**config.mk**
```make
export PLATFORM = sky130hd
export DESIGN_NAME = servo_instruction_packet_framer_core
export DESIGN_NICKNAME = d
export VERILOG_FILES = /design/src/hdl/sipf_pkg.sv /design/src/hdl/sipf_front.sv /design/src/hdl/sipf_cmd_queue.sv /design/src/hdl/sipf_back.sv /design/src/hdl/servo_instruction_packet_framer_core.sv
export SDC_FILE = /design/constraint.sdc
export NUM_CORES = 1
export LEC_CHECK = 0
export BUFFER_PORTS_ARGS = -buffer_cell sky130_fd_sc_hd__buf_4
export CAP_MARGIN = 0
export CORE_MARGIN = 2
export CORE_UTILIZATION = 30
export DETAILED_ROUTE_END_ITERATION = 16
export PLACE_DENSITY = 0.54
export SLEW_MARGIN = 20
export SYNTH_ARGS = -nofsm -noshare
export SYNTH_HDL_FRONTEND = slang
export SYNTH_SLANG_ARGS = --single-unit
export TNS_END_PERCENT = 10
```
**constraint.sdc**
```tcl
create_clock -name clock -period 11.6 [get_ports clock]
set_input_delay 2.32 -clock clock [delete_from_list [all_inputs] [get_ports clock]]
set_output_delay 2.32 -clock clock [all_outputs]
set_load 0.02 [all_outputs]
```
**src/hdl/sipf_pkg.sv**
```systemverilog
// ----------------------------------------------------------------------------
// Servo instruction packet framer package
// Shared types, codes and constants for the packet framer modules.
// ----------------------------------------------------------------------------
package sipf_pkg;

   localparam int DEF_MAX_DATA_BYTES = 4;
   localparam int DATA_FIELDS        = 4;
   localparam int BODY_BYTES         = 4 + DATA_FIELDS;
   localparam int BODY_IDX_W         = $clog2(BODY_BYTES);
   localparam int POS_W              = $clog2(BODY_BYTES + 3);
   localparam int HEADER_BYTES       = 2;
   localparam int QUEUE_DEPTH        = 2;

   localparam logic [1:0] FUNC_WRITE = 2'd0;
   localparam logic [1:0] FUNC_READ  = 2'd1;
   localparam logic [1:0] FUNC_RESET = 2'd2;

   localparam logic [7:0] PKT_START = 8'hFF;
   localparam logic [7:0] INS_READ  = 8'h02;
   localparam logic [7:0] INS_WRITE = 8'h03;
   localparam logic [7:0] INS_RESET = 8'h06;
   localparam logic [7:0] RESET_LEN = 8'h02;
   localparam logic [7:0] READ_LEN  = 8'h04;
   localparam logic [7:0] WRITE_LEN_BASE = 8'h03;

   typedef struct packed {
      logic [1:0] func;
      logic [7:0] target_id;
      logic [7:0] reg_addr;
      logic [2:0] data_count;
      logic [7:0] data_byte0;
      logic [7:0] data_byte1;
      logic [7:0] data_byte2;
      logic [7:0] data_byte3;
      logic [7:0] read_length;
   } req_type;

   typedef struct packed {
      logic [7:0] tx_byte;
      logic       last_byte;
   } rsp_type;

   typedef struct packed {
      logic [BODY_BYTES-1:0][7:0] body;
      logic [7:0]                 checksum;
      logic [POS_W-1:0]           last_pos;
   } desc_type;

endpackage

```
**src/hdl/sipf_front.sv**
```systemverilog
// ----------------------------------------------------------------------------
// Packet framer front end
// Accepts commands, builds the packet body and checksum, and hands the
// finished descriptor to the command queue.
// ----------------------------------------------------------------------------
module sipf_front #(
   parameter int MAX_DATA_BYTES = sipf_pkg::DEF_MAX_DATA_BYTES
) (
   input  logic               clock,
   input  logic               reset,
   input  logic               req_push,
   output logic               req_full,
   input  sipf_pkg::req_type  req_data,
   output logic               q_push,
   input  logic               q_full,
   output sipf_pkg::desc_type q_data
);

   localparam int EFF_MAX = (MAX_DATA_BYTES < sipf_pkg::DATA_FIELDS) ?
                            MAX_DATA_BYTES : sipf_pkg::DATA_FIELDS;
   localparam logic [2:0] EFF_MAX_3 = 3'(EFF_MAX);

   logic               f_valid_ff, f_valid_in;
   sipf_pkg::desc_type f_desc_ff, f_desc_in;
   logic               accept;
   logic [2:0]         n_bytes;
   logic [7:0]         data_in [sipf_pkg::DATA_FIELDS];
   logic [7:0]         sum;
   logic               cmd_ok;

   assign req_full = f_valid_ff && q_full;
   assign accept   = req_push && !req_full;
   assign q_push   = f_valid_ff && !q_full;
   assign q_data   = f_desc_ff;

   assign data_in[0] = req_data.data_byte0;
   assign data_in[1] = req_data.data_byte1;
   assign data_in[2] = req_data.data_byte2;
   assign data_in[3] = req_data.data_byte3;

   always_comb begin
      n_bytes   = (req_data.data_count > EFF_MAX_3) ? EFF_MAX_3 : req_data.data_count;
      f_desc_in = '0;
      cmd_ok    = 1'b1;
      f_desc_in.body[0] = req_data.target_id;
      unique case (req_data.func)
         sipf_pkg::FUNC_WRITE: begin
            f_desc_in.body[1] = sipf_pkg::WRITE_LEN_BASE + 8'(n_bytes);
            f_desc_in.body[2] = sipf_pkg::INS_WRITE;
            f_desc_in.body[3] = req_data.reg_addr;
            for (int i = 0; i < sipf_pkg::DATA_FIELDS; i++) begin
               if (3'(i) < n_bytes) begin
                  f_desc_in.body[4 + i] = data_in[i];
               end
            end
            f_desc_in.last_pos = sipf_pkg::POS_W'(sipf_pkg::HEADER_BYTES + 4)
                                 + sipf_pkg::POS_W'(n_bytes);
         end
         sipf_pkg::FUNC_READ: begin
            f_desc_in.body[1] = sipf_pkg::READ_LEN;
            f_desc_in.body[2] = sipf_pkg::INS_READ;
            f_desc_in.body[3] = req_data.reg_addr;
            f_desc_in.body[4] = req_data.read_length;
            f_desc_in.last_pos = sipf_pkg::POS_W'(sipf_pkg::HEADER_BYTES + 5);
         end
         sipf_pkg::FUNC_RESET: begin
            f_desc_in.body[1] = sipf_pkg::RESET_LEN;
            f_desc_in.body[2] = sipf_pkg::INS_RESET;
            f_desc_in.last_pos = sipf_pkg::POS_W'(sipf_pkg::HEADER_BYTES + 3);
         end
         default: begin
            cmd_ok = 1'b0;
         end
      endcase
      sum = '0;
      for (int i = 0; i < sipf_pkg::BODY_BYTES; i++) begin
         sum = sum + f_desc_in.body[i];
      end
      f_desc_in.checksum = ~sum;
   end

   always_comb begin
      if (accept) begin
         f_valid_in = cmd_ok;
      end else if (q_push) begin
         f_valid_in = 1'b0;
      end else begin
         f_valid_in = f_valid_ff;
      end
   end

   always_ff @(posedge clock) begin
      if (reset) begin
         f_valid_ff <= 1'b0;
      end else begin
         f_valid_ff <= f_valid_in;
      end
   end

   always_ff @(posedge clock) begin
      if (accept) begin
         f_desc_ff <= f_desc_in;
      end
   end

endmodule

```
**src/hdl/sipf_cmd_queue.sv**
```systemverilog
// ----------------------------------------------------------------------------
// Packet framer command queue
// Short register queue of packet descriptors between front and back end.
// ----------------------------------------------------------------------------
module sipf_cmd_queue #(
   parameter int DEPTH = sipf_pkg::QUEUE_DEPTH
) (
   input  logic               clock,
   input  logic               reset,
   input  logic               wr_en,
   input  sipf_pkg::desc_type wr_data,
   output logic               full,
   input  logic               rd_en,
   output sipf_pkg::desc_type rd_data,
   output logic               empty
);

   localparam int PTR_W = (DEPTH > 1) ? $clog2(DEPTH) : 1;
   localparam int CNT_W = $clog2(DEPTH + 1);
   localparam logic [PTR_W-1:0] PTR_LAST = PTR_W'(DEPTH - 1);
   localparam logic [CNT_W-1:0] CNT_FULL = CNT_W'(DEPTH);

   sipf_pkg::desc_type entry_ff [DEPTH];
   logic [PTR_W-1:0]   wr_ptr_ff, wr_ptr_in;
   logic [PTR_W-1:0]   rd_ptr_ff, rd_ptr_in;
   logic [CNT_W-1:0]   count_ff, count_in;
   logic               do_wr, do_rd;

   assign full    = (count_ff == CNT_FULL);
   assign empty   = (count_ff == '0);
   assign do_wr   = wr_en && !full;
   assign do_rd   = rd_en && !empty;
   assign rd_data = entry_ff[rd_ptr_ff];

   always_comb begin
      wr_ptr_in = wr_ptr_ff;
      rd_ptr_in = rd_ptr_ff;
      count_in  = count_ff;
      if (do_wr) begin
         wr_ptr_in = (wr_ptr_ff == PTR_LAST) ? '0 : wr_ptr_ff + 1'b1;
      end
      if (do_rd) begin
         rd_ptr_in = (rd_ptr_ff == PTR_LAST) ? '0 : rd_ptr_ff + 1'b1;
      end
      if (do_wr && !do_rd) begin
         count_in = count_ff + 1'b1;
      end else if (do_rd && !do_wr) begin
         count_in = count_ff - 1'b1;
      end
   end

   always_ff @(posedge clock) begin
      if (reset) begin
         wr_ptr_ff <= '0;
         rd_ptr_ff <= '0;
         count_ff  <= '0;
      end else begin
         wr_ptr_ff <= wr_ptr_in;
         rd_ptr_ff <= rd_ptr_in;
         count_ff  <= count_in;
      end
   end

   always_ff @(posedge clock) begin
      if (do_wr) begin
         entry_ff[wr_ptr_ff] <= wr_data;
      end
   end

endmodule

```
**src/hdl/sipf_back.sv**
```systemverilog
// ----------------------------------------------------------------------------
// Packet framer back end
// Serializes one packet descriptor at a time into wire bytes through an
// output register.
// ----------------------------------------------------------------------------
module sipf_back (
   input  logic               clock,
   input  logic               reset,
   input  logic               q_empty,
   input  sipf_pkg::desc_type q_data,
   output logic               q_pop,
   output logic               rsp_empty,
   input  logic               rsp_pop,
   output sipf_pkg::rsp_type  rsp_data
);

   logic                         busy_ff, busy_in;
   logic [sipf_pkg::POS_W-1:0]   pos_ff, pos_in;
   sipf_pkg::desc_type           desc_ff;
   logic                         out_valid_ff, out_valid_in;
   sipf_pkg::rsp_type            out_ff, out_in;
   logic                         advance, at_end, take;
   logic [sipf_pkg::POS_W-1:0]   body_pos;
   logic [sipf_pkg::BODY_IDX_W-1:0] body_idx;

   assign advance   = busy_ff && (!out_valid_ff || rsp_pop);
   assign at_end    = (pos_ff == desc_ff.last_pos);
   assign take      = !q_empty && (!busy_ff || (advance && at_end));
   assign q_pop     = take;
   assign rsp_empty = !out_valid_ff;
   assign rsp_data  = out_ff;
   assign body_pos  = pos_ff - sipf_pkg::POS_W'(sipf_pkg::HEADER_BYTES);
   assign body_idx  = body_pos[sipf_pkg::BODY_IDX_W-1:0];

   always_comb begin
      out_in = out_ff;
      if (advance) begin
         out_in.last_byte = at_end;
         if (pos_ff < sipf_pkg::POS_W'(sipf_pkg::HEADER_BYTES)) begin
            out_in.tx_byte = sipf_pkg::PKT_START;
         end else if (at_end) begin
            out_in.tx_byte = desc_ff.checksum;
         end else begin
            out_in.tx_byte = desc_ff.body[body_idx];
         end
      end
   end

   always_comb begin
      if (take) begin
         busy_in = 1'b1;
         pos_in  = '0;
      end else if (advance) begin
         busy_in = !at_end;
         pos_in  = pos_ff + 1'b1;
      end else begin
         busy_in = busy_ff;
         pos_in  = pos_ff;
      end
      if (advance) begin
         out_valid_in = 1'b1;
      end else if (rsp_pop) begin
         out_valid_in = 1'b0;
      end else begin
         out_valid_in = out_valid_ff;
      end
   end

   always_ff @(posedge clock) begin
      if (reset) begin
         busy_ff      <= 1'b0;
         pos_ff       <= '0;
         out_valid_ff <= 1'b0;
      end else begin
         busy_ff      <= busy_in;
         pos_ff       <= pos_in;
         out_valid_ff <= out_valid_in;
      end
   end

   always_ff @(posedge clock) begin
      if (take) begin
         desc_ff <= q_data;
      end
      out_ff <= out_in;
   end

   a_pos_in_packet: assert property (@(posedge clock) disable iff (reset)
      busy_ff |-> (pos_ff <= desc_ff.last_pos))
      else $error("byte position beyond end of packet");

   a_take_restarts: assert property (@(posedge clock) disable iff (reset)
      take |=> (busy_ff && pos_ff == '0))
      else $error("new packet did not start at its first byte");

   a_packet_length: assert property (@(posedge clock) disable iff (reset)
      busy_ff |-> (desc_ff.last_pos >= sipf_pkg::POS_W'(5) &&
                   desc_ff.last_pos <= sipf_pkg::POS_W'(10)))
      else $error("packet descriptor has an impossible length");

   a_last_ends_packet: assert property (@(posedge clock) disable iff (reset)
      (advance && at_end && !take) |=> !busy_ff)
      else $error("back end still busy after the checksum byte");

endmodule

```
**src/hdl/servo_instruction_packet_framer_core.sv**
```systemverilog
// ----------------------------------------------------------------------------
// Servo instruction packet framer
// Turns servo commands into serial instruction packets, one byte per item.
//
// Commands enter through req_push/req_full and req_data; an item is taken
// when req_push is high and req_full is low. Wire bytes leave through
// rsp_empty/rsp_pop and rsp_data; the oldest byte is shown while rsp_empty
// is low and is taken when rsp_pop is high. last_byte marks the checksum.
// A reset command gives 6 bytes, a read 8 and a write 7 to 11 bytes.
// Command kind 3 is dropped and yields no bytes.
// A command passes the front-end register, the descriptor queue and the
// back-end descriptor register before its first byte enters the output
// register. The back end sends one byte per cycle while the receiver pops,
// with no gaps between packets. A two-entry descriptor queue lets new
// commands enter while a packet is still being sent. When the receiver
// stops popping, the output register holds its byte and the queue fills,
// after which req_full rises. Synchronous reset empties every stage.
// ----------------------------------------------------------------------------
module servo_instruction_packet_framer_core #(
   parameter int MAX_DATA_BYTES = sipf_pkg::DEF_MAX_DATA_BYTES
) (
   input  logic              clock,
   input  logic              reset,
   input  logic              req_push,
   output logic              req_full,
   input  sipf_pkg::req_type req_data,
   output logic              rsp_empty,
   input  logic              rsp_pop,
   output sipf_pkg::rsp_type rsp_data
);

   logic               q_push, q_full, q_pop, q_empty;
   sipf_pkg::desc_type q_wr_data, q_rd_data;

   sipf_front #(
      .MAX_DATA_BYTES(MAX_DATA_BYTES)
   ) u_front (
      .clock   (clock),
      .reset   (reset),
      .req_push(req_push),
      .req_full(req_full),
      .req_data(req_data),
      .q_push  (q_push),
      .q_full  (q_full),
      .q_data  (q_wr_data)
   );

   sipf_cmd_queue #(
      .DEPTH(sipf_pkg::QUEUE_DEPTH)
   ) u_queue (
      .clock  (clock),
      .reset  (reset),
      .wr_en  (q_push),
      .wr_data(q_wr_data),
      .full   (q_full),
      .rd_en  (q_pop),
      .rd_data(q_rd_data),
      .empty  (q_empty)
   );

   sipf_back u_back (
      .clock    (clock),
      .reset    (reset),
      .q_empty  (q_empty),
      .q_data   (q_rd_data),
      .q_pop    (q_pop),
      .rsp_empty(rsp_empty),
      .rsp_pop  (rsp_pop),
      .rsp_data (rsp_data)
   );

endmodule

```
Word-level counts from Yosys, hierarchy flattened:

Memory sizes are Yosys's and may differ from the RTL's. A register that Yosys moved wholly into a read port is not among the register bits.
Index checks and enable logic that the tools add are counted.

* memories kept: 1
* logic and storage cells: 100
* memory bits (writable): 152
* output and inout bits: 11
* bits in registers: 96
* bits of input ports: 65

* equality and inequality tests: 4
* reductions and logical operators: 28
* $lt $le $gt $ge: 7
* muxes and demuxes: 25
* add/sub/neg operators: 15
* bitwise operators: 1

Memory list
* u_queue.entry_ff: depth 2, bits a word 76, read ports 1, clocked after memory_dff 1, write ports 1, RTL line sipf_cmd_queue.sv:23 `sipf_pkg::desc_type entry_ff [DEPTH];`

Operators by type and width (count)
* $add A8 B8 Y8: 6
* $mux W8: 6
* $pmux W11 S3: 1
* $pmux W16 S2: 1
* $bmux W8 S3: 1
* $mux W24: 1
* $pmux W4 S3: 1
* $mux W1: 11
* $logic_and A1 B1 Y1: 10
* $add A8 B3 Y8: 1
* $logic_not A1 Y1: 8
* $not A8 Y8: 1
* $reduce_bool A2 Y1: 4
* $lt A1 B3 Y1 const A: 2
* $lt A2 B3 Y1 const A: 2
* $add A2 B3 Y4 const A: 1
* $add A3 B3 Y4 const A: 1
* $add A4 B1 Y4 const B: 1
* $eq A2 B2 Y1 const B: 2
* $eq A4 B4 Y1: 1
* $logic_not A2 Y1: 2
* $lt A3 B4 Y1 const B: 1
* $lt A4 B2 Y1 const B: 1
* $mux W2: 2
* 10 further kinds: 12

Longest topological paths before layout:

Gate-level depths: netlist of the first run.

* depth in word-level cells: 12
* depth in mapped cells: 19

Hierarchy:

From an unflattened synthesis of the first run, not the netlist that was laid out.

* cells, all modules: 710
* area, all modules: 13032.5 um2

By module, submodules not included
* sipf_cmd_queue: area an instance 5705.5 um2, cells each 261, times used 1
* sipf_front: area an instance 3838.7 um2, cells each 287, times used 1
* sipf_back: area an instance 3488.3 um2, cells each 162, times used 1

Worst setup path before layout of the first run:

OpenSTA, ideal clock, no wires.

* path type: input to register
* start: in req_data[42] (netlist bit)
* end: reg u_front.f_desc_ff, in the netlist u_front.q_data[11], data pin
* cell stages on the path: 19
* path slack: 4.719 ns
* arrival: 6.613 ns
* path through: clkbuf_1 inv_1 nand2_1 inv_1 ha_1 nor2_1 nand2_1 fa_1 inv_1 fa_1 fa_1 inv_1 fa_1 inv_1 ha_1 a21o_1 a21oi_1 o21ai_0 xnor3_1

RTL lines
* from (decl): RTL line servo_instruction_packet_framer_core.sv:26 `input sipf_pkg::req_type req_data,`
* to (signal assigned): RTL line sipf_front.sv:102 `f_desc_ff <= f_desc_in;`
* to (decl): RTL line sipf_front.sv:24 `sipf_pkg::desc_type f_desc_ff, f_desc_in;`

==> results of run 1 <==
==> worst max-delay path, stage by stage <==
cell and delay [ns]:
sky130_fd_sc_hd__buf_4 0.15, sky130_fd_sc_hd__inv_1 0.20, sky130_fd_sc_hd__ha_1 0.78, sky130_fd_sc_hd__nor2b_1 0.63, sky130_fd_sc_hd__nand2_1 0.22, sky130_fd_sc_hd__fa_1 0.57, sky130_fd_sc_hd__inv_1 0.05, sky130_fd_sc_hd__fa_1 0.47
sky130_fd_sc_hd__fa_1 0.55, sky130_fd_sc_hd__inv_1 0.05, sky130_fd_sc_hd__fa_1 0.52, sky130_fd_sc_hd__inv_1 0.06, sky130_fd_sc_hd__ha_1 0.28, sky130_fd_sc_hd__a21o_1 0.15, sky130_fd_sc_hd__a21oi_1 0.21, sky130_fd_sc_hd__o21ai_0 0.12
sky130_fd_sc_hd__xnor3_1 0.35
==> cells by family after synthesis <==
logic type / share of synthesized area, %
DFF: 71.7
buffers and inverters: 3.45
muxes: 9.13
and+or+nand+nor: 3.54
adders and majority gates: 7.65
AOI/OAI and AO/OA: 2.56
xor gates and xnor gates: 1.92
other: 0.0631
==> metrics by stage <==
stage                     hold slack [ns]  utilization [%]
after floorplan                     0.421                -
after global placement              0.422             33.7
after detailed placement            0.429             33.7
after CTS                           0.445             36.6
after global routing                0.451             36.6
final                               0.444             36.6
==> Yosys cell counts, types with 3 or more instances <==
cell                         n  area [um^2]
sky130_fd_sc_hd__inv_1      83          312
sky130_fd_sc_hd__a22oi_1     9         67.6
sky130_fd_sc_hd__a211oi_1    5         37.5
sky130_fd_sc_hd__and3_1      6         37.5
sky130_fd_sc_hd__mux2i_1     4         40.0
sky130_fd_sc_hd__mux2_2     71          800
sky130_fd_sc_hd__o21ai_0     7         35.0
sky130_fd_sc_hd__nand2_1    30          113
sky130_fd_sc_hd__buf_2       4         20.0
sky130_fd_sc_hd__fa_1       33          661
sky130_fd_sc_hd__nor2b_1     7         43.8
sky130_fd_sc_hd__edfxtp_1  277         8320
sky130_fd_sc_hd__and2_1     11         68.8
sky130_fd_sc_hd__a22o_1      4         35.0
sky130_fd_sc_hd__xor2_1     12          105
sky130_fd_sc_hd__ha_1       20          250
sky130_fd_sc_hd__mux4_2     11          248
sky130_fd_sc_hd__clkbuf_1   13         48.8
sky130_fd_sc_hd__nor2_1     21         78.8
sky130_fd_sc_hd__xnor2_1     9         78.8
sky130_fd_sc_hd__a21oi_1    14         70.1
sky130_fd_sc_hd__nand3_1     4         20.0
sky130_fd_sc_hd__or3_1       3         18.8
sky130_fd_sc_hd__dfxtp_1    11          220
==> cells in the final DEF, fill, tap and decap left out, types with 5 or more instances in the layout <==
master	Yosys	layout
sky130_fd_sc_hd__edfxtp_1	277	277
sky130_fd_sc_hd__buf_4	0	84
sky130_fd_sc_hd__inv_1	83	83
sky130_fd_sc_hd__mux2_2	71	71
sky130_fd_sc_hd__fa_1	33	33
sky130_fd_sc_hd__nand2_1	30	30
sky130_fd_sc_hd__clkbuf_16	0	30
sky130_fd_sc_hd__ha_1	20	20
sky130_fd_sc_hd__nor2_1	21	19
sky130_fd_sc_hd__a21oi_1	14	14
sky130_fd_sc_hd__xor2_1	12	12
sky130_fd_sc_hd__mux4_2	11	11
sky130_fd_sc_hd__and2_1	11	10
sky130_fd_sc_hd__dfxtp_1	11	10
sky130_fd_sc_hd__a22oi_1	9	9
sky130_fd_sc_hd__xnor2_1	9	9
sky130_fd_sc_hd__bufinv_16	0	9
sky130_fd_sc_hd__nor2b_1	7	7
sky130_fd_sc_hd__o21ai_0	7	7
sky130_fd_sc_hd__and3_1	6	5
sky130_fd_sc_hd__a211oi_1	5	5
sky130_fd_sc_hd__clkinv_2	0	5
==> power by group through the flow <==
stage	Clock, mW	Sequential [mW]	Combinational, mW
6_report	1.08	1.45	0.579
5_1_grt	1.14	1.47	0.648
4_1_cts	1.10	1.45	0.599
3_5_place_dp	0	1.47	0.596
3_3_place_gp	0	1.47	0.593
2_1_floorplan	0	1.45	0.432
==> area by class of cell <==
class / instances / area, um^2
fill: 3698 / 24700
clock inverter: 24 / 370
inverter: 83 / 312
sequential: 288 / 8540
tap: 518 / 648
multi-input combinational: 297 / 2980
clock buffer: 32 / 758
timing repair buffer: 84 / 631
==> worst max path at each step <==
stage / startpoint / end / slack, ns / cells after the start
2_1_floorplan: req_data[42] / u_front.q_data[11] / 4.72 / 19
6_report: req_data[60] / u_front.q_data[11] / 4.20 / 17
5_1_grt: req_data[60] / u_front.q_data[11] / 3.85 / 17
3_5_place_dp: req_data[60] / u_front.q_data[11] / 3.56 / 17
4_1_cts: req_data[60] / u_front.q_data[11] / 4.16 / 17
3_3_place_gp: req_data[60] / u_front.q_data[11] / 3.80 / 17
==> flip-flops by register name, summed over array words and instances (netlist names) <==
| name | flops |
|---|---|
| u_queue.count_ff | 2 |
| u_back.busy_ff | 1 |
| u_back.pos_ff | 4 |
| u_queue.wr_ptr_ff | 1 |
| u_front.f_valid_ff | 1 |
| u_front.q_data | 67 |
| u_queue.rd_ptr_ff | 1 |
| u_back.desc_ff | 67 |
| u_back.rsp_data | 9 |
| u_queue.entry_ff | 134 |
| u_back.out_valid_ff | 1 |
==> per-layer routing <==
layer / vias up / wire length (um)
met4: 0 / 417
li1: 2677 / -
met2: 119 / 12200
met3: 31 / 1110
met5: - / 0
met1: 2928 / 11300
==> metrics.txt, run 1 <==
worst setup slack for register-to-register paths roughly 8.4 ns; switching part of the total 25.8%; power after layout approximately 3.1 mW; number of synthesized register bits 288; Setup crit end kind register; post-CTS setup-driven buffer insertion count 0; startpoint of the lowest-slack hold path u_front.q_data[65]; clock root cell sky130_fd_sc_hd__clkbuf_16; Cell Area, Placed 13100 um^2; outcome complete, no violations; count of nets left with antenna violations after detail routing 0; global placement routability congestion roughly 0.74; cell leakage power 5.27 nW; Initial Util 30.6%; CTS Buffer Depth 3; asr flop ratio synth 0%; data required time of the critical path 11.90 ns; Die Area 41300 um^2; worst slack at placement around 3.6 ns; fin area about 14000 um^2; part of the total power dissipated in the clock network between 30% and 40%; crit share post-route 63.8%; highest ir drop seen on vdd 0.000116 V; post-CTS resize count 0; detailed-routing iteration count for the pre-antenna-repair pass 4; final WL between 20 and 25 mm; total number of vias between 5k and 6k; hold-critical path endpoint u_queue.entry_ff[0][60]; worst-margin pin slew approximately 1.1 ns; power per cell area 218 nW/um^2; Pint 2.31 mW; Final Skew 0.0248 ns; Data arrival, critical path 7.71 ns; vias in the first global route about 6.1k; Final Slew Violations 0; number of antenna violations at the first check in global routing 1; global-route wire length before repair around 37 mm; DR vias/cell 4.34; Sum Neg Setup Slack 0 ns; post-synthesis instance area between 10000 and 15000 um^2; Post-Syn Area per Cell 17.3 um^2; setup ws final between 4 and 5 ns; vertical die dimension 203 um; synthesis-to-finish area growth 19.6%; total inserted antenna cells 0; unrepaired setup endpoints after global routing false; Setup violations, final 0; most instantiated flip-flop cell in the synthesis netlist sky130_fd_sc_hd__edfxtp_1; total core area a little under 40000 um^2; row count 72; ratio of cells with drive above 1 in the final layout between 20% and 30%; die span in x between 200 and 250 um; total placed cells including tap cells 1270; GR Layer Usage met3 2.01%; largest net degree at the start of global routing 69; combinational share of power around a fifth; CTS buffer count 30; number of design rule violations left after detail routing 0; Max Fanout on Critical Path 21; GR Layer Usage met1 16.7%; Synth Net Count 807; HPWL Detailed 16.4 mm; element type at the critical path start primary input; global routing's busiest layer met2; global-route met2 utilization 20.6%; number of top-level pins 76; fraction of the yosys area taken by sequential cells a little under three quarters; number of enable-type register cells in the synthesized netlist 277; cells after synthesis between 600 and 700; Worst Path Class, Setup in -> reg; count of distinct cell types in the synthesized netlist 38; post-DR wirelength/cell 18.8 um; Sequential Power Share 46.6%; Min-Delay Path Class reg -> reg; iteration-0 DRC count of the detailed router 375; clock-pin slew on the worst setup and hold paths 0.06 ns; depth of the worst hold-timing path 0; number of buffers inserted by port buffering 75; number of hold buffers added after CTS 0; global routing usage summed across all routing layers 12.2%; Fmax 135 MHz; non-filler cells, final 1326; Yosys warning total 0; number of sinks handled by clock tree synthesis ~290; count of cells along the worst register-to-register path 10; TritonCTS clock tree yes; P_sw 0.803 mW; worst slew slack as a fraction of its limit 28.2%; insertion delay to the later sink of the worst-skew pair 0.56 ns; number of levels in the clock H-tree 1; number of endpoints with negative hold slack in the final report 0; Max-cap violations 0; worst r2r dst u_queue.count_ff[1]; final period demand of the worst path 7.40 ns; origin of the critical flop-to-flop path u_back.pos_ff[0]; final-stage net count 902; total gr overflow 0
Note: power is estimated with default switching activity, not from simulation.
==> run 2, diff against run 1 <==
--- a/config.mk
+++ b/config.mk
@@ -10,7 +10,7 @@
 export CORE_MARGIN = 2
 export CORE_UTILIZATION = 30
 export DETAILED_ROUTE_END_ITERATION = 16
-export PLACE_DENSITY = 0.54
+export PLACE_DENSITY = 0.56
 export SLEW_MARGIN = 20
 export SYNTH_ARGS = -nofsm -noshare
 export SYNTH_HDL_FRONTEND = slang
==> constraint.sdc (replaced) <==
create_clock -name clock -period 6.4 [get_ports clock]
set_input_delay 1.28 -clock clock [delete_from_list [all_inputs] [get_ports clock]]
set_output_delay 1.28 -clock clock [all_outputs]
set_load 0.02 [all_outputs]
==> metrics.txt, run 2 (same netlist as run 1, synthesis figures left out) <==
outcome complete, no violations; final core utilization 36.2% (-0.42 points); detailed-routing iteration count for the pre-antenna-repair pass 4 (unchanged); clock root cell sky130_fd_sc_hd__clkbuf_16; number of design rule violations left after detail routing 0 (unchanged); DR vias/cell 4.37 (+0.68%); global routing usage summed across all routing layers 12.1% (-0.10 points); final-stage net count 904 (+0.22%); Max Fanout on Critical Path 8 (-62%); Largest register FFs 134 (unchanged); fin area 14100 um^2 (-1.2%); post-DR wirelength/cell 18.9 um (+0.19%); most frequent cells in the layout 277 x sky130_fd_sc_hd__edfxtp_1, 87 x sky130_fd_sc_hd__buf_4, 83 x sky130_fd_sc_hd__inv_1, 71 x sky130_fd_sc_hd__mux2_2, 33 x sky130_fd_sc_hd__fa_1; data required time of the critical path 6.72 ns (-5.18 ns); synthesis-to-finish area growth 18.2%; worst-margin pin slew 1.09 ns (+0.0160 ns); ratio of cells with drive above 1 in the final layout 27.5% (-0.21 points); hold-critical path endpoint u_queue.entry_ff[1][8]; total gr overflow 0 (unchanged); largest register by flop count u_queue.entry_ff; worst slew slack as a fraction of its limit 27.1% (-1.1 points); highest ir drop seen on vdd 0.000226 V (+95%); origin of the critical flop-to-flop path u_back.pos_ff[0]; post-CTS resize count 0 (unchanged); setup ws final 0.763 ns (-3.43 ns); number of hold buffers added after CTS 0 (unchanged); Setup crit end kind register; Min-Delay Path Class reg -> reg; CTS buffer count 29 (-3.3%); unrepaired setup endpoints after global routing false; Setup violations, final 0 (unchanged); final period demand of the worst path 5.64 ns; cell leakage power 5.20 nW (-1.4%); startpoint of the lowest-slack hold path u_front.q_data[8]; Final Skew 0.0318 ns (+0.00696 ns); post-CTS setup-driven buffer insertion count 0 (unchanged); clock-pin slew on the worst setup and hold paths 0.06 ns (about the same); largest net degree at the start of global routing 70 (+1.4%); row count 72 (unchanged); Sum Neg Setup Slack 0 ns (unchanged); Die Area 41300 um^2 (unchanged); Data arrival, critical path 5.95 ns (-1.76 ns); number of top-level pins 76 (unchanged); total number of vias 5790 (+0.61%); commonest non-fill, non-tap cell in the layout sky130_fd_sc_hd__edfxtp_1; Initial Util 30.6% (unchanged); non-filler cells, final 1325 (-0.075%); worst r2r dst u_back.desc_ff[59]; fillcell total 3687 (-0.30%); total core area 38900 um^2 (unchanged); worst slack at placement 0.190 ns (-3.37 ns); power per cell area 382 nW/um^2 (+75%); number of levels in the clock H-tree 1 (unchanged); crit share post-route 88.1%; Fmax 177 MHz; die span in x 203 um (unchanged); total inserted antenna cells 0 (unchanged); CTS Buffer Depth 3 (unchanged); vertical die dimension 203 um (unchanged); number of endpoints with negative hold slack in the final report 0 (unchanged); vias in the first global route 5979 (-1.4%); count of nets left with antenna violations after detail routing 0 (unchanged); global-route wire length before repair 36.8 mm (-1.7%); TritonCTS clock tree yes; global placement routability congestion 0.797 (+7.3%); insertion delay to the later sink of the worst-skew pair 0.58 ns (+0.02 ns); number of buffers inserted by port buffering 75 (unchanged); total placed cells including tap cells 1273 (+0.24%); HPWL Detailed 16.3 mm (-0.80%); element type at the critical path start primary input; count of cells along the worst register-to-register path 6 (-4); Final Slew Violations 0 (unchanged); depth of the worst hold-timing path 0 (unchanged); worst setup slack for register-to-register paths 3.80 ns (-4.58 ns); number of sinks handled by clock tree synthesis 288 (unchanged); final WL 25.0 mm (+0.11%); Max-cap violations 0 (unchanged); iteration-0 DRC count of the detailed router 410 (+9.3%); Worst Path Class, Setup in -> reg; number of antenna violations at the first check in global routing 0 (-1); Cell Area, Placed 13100 um^2 (+0.17%)
## run 2: cell types whose count changed in the layout (fill, tap and decap cells not counted), sizes merged
cell      before  now
buf           84   87
bufinv         9    3
clkinvlp       4    5
inv           84   85
## run 2: how the worst max path moves through the flow
stage	from	to	slack, ns	depth (start not counted)
floorplan	req_data[42]	u_front.q_data[11]	0.56	19
global placement	req_data[60]	u_front.q_data[11]	0.32	18
detailed placement	req_data[60]	u_front.q_data[11]	0.19	18
CTS	req_data[60]	u_front.q_data[11]	0.80	18
global route	req_data[60]	u_front.q_data[11]	0.60	18
finish	req_data[60]	u_front.q_data[11]	0.76	18
## run 2: per-stage QoR
stage / total power [mW] / hold WS, ns
6_report: 5.37 / 0.435
5_1_grt: 5.63 / 0.448
4_1_cts: 5.44 / 0.438
3_5_place_dp: 3.76 / 0.429
3_3_place_gp: 3.75 / 0.423
2_1_floorplan: 3.40 / 0.421
## run 2: where the power goes
group,internal (mW),switching [mW],total [mW]
sequential,2.50,0.0891,2.59
clock,0.958,0.725,1.68
combinational,0.455,0.642,1.10
## run 2: critical path, cell delays in order
cell,delay [ns]
sky130_fd_sc_hd__buf_4,0.15
sky130_fd_sc_hd__inv_1,0.21
sky130_fd_sc_hd__ha_1,0.32
sky130_fd_sc_hd__o31a_1,0.42
sky130_fd_sc_hd__a22o_1,0.23
sky130_fd_sc_hd__inv_1,0.06
sky130_fd_sc_hd__fa_1,0.47
sky130_fd_sc_hd__inv_1,0.05
sky130_fd_sc_hd__fa_1,0.46
sky130_fd_sc_hd__fa_1,0.55
sky130_fd_sc_hd__inv_1,0.05
sky130_fd_sc_hd__fa_1,0.53
sky130_fd_sc_hd__inv_1,0.07
sky130_fd_sc_hd__ha_1,0.28
sky130_fd_sc_hd__a21o_1,0.15
sky130_fd_sc_hd__a21oi_1,0.21
sky130_fd_sc_hd__o21ai_0,0.12
sky130_fd_sc_hd__xnor3_1,0.35
## run 2: area by class of cell
cell class                      count  area (um^2)  area share [%]
Inverter                           83          312            2.21
Timing Repair Buffer               87          653            4.64
Sequential cell                   288         8540            60.7
Clock inverter                     20          205            1.46
Tap cell                          518          648            4.60
Multi-Input combinational cell    297         2980            21.2
Clock buffer                       32          737            5.24
## run 2: layer usage
metal / up-vias / part of all wire, % / GRT usage, % / wire length, um
li1: 2685 / - / - / -
met1: 2945 / 46 / 17.0 / 11500
met2: 129 / 47 / 19.5 / 11900
met3: 31 / 4.9 / 2.41 / 1220
met4: 0 / 1.6 / 2.58 / 389
met5: - / 0 / 0 / 0
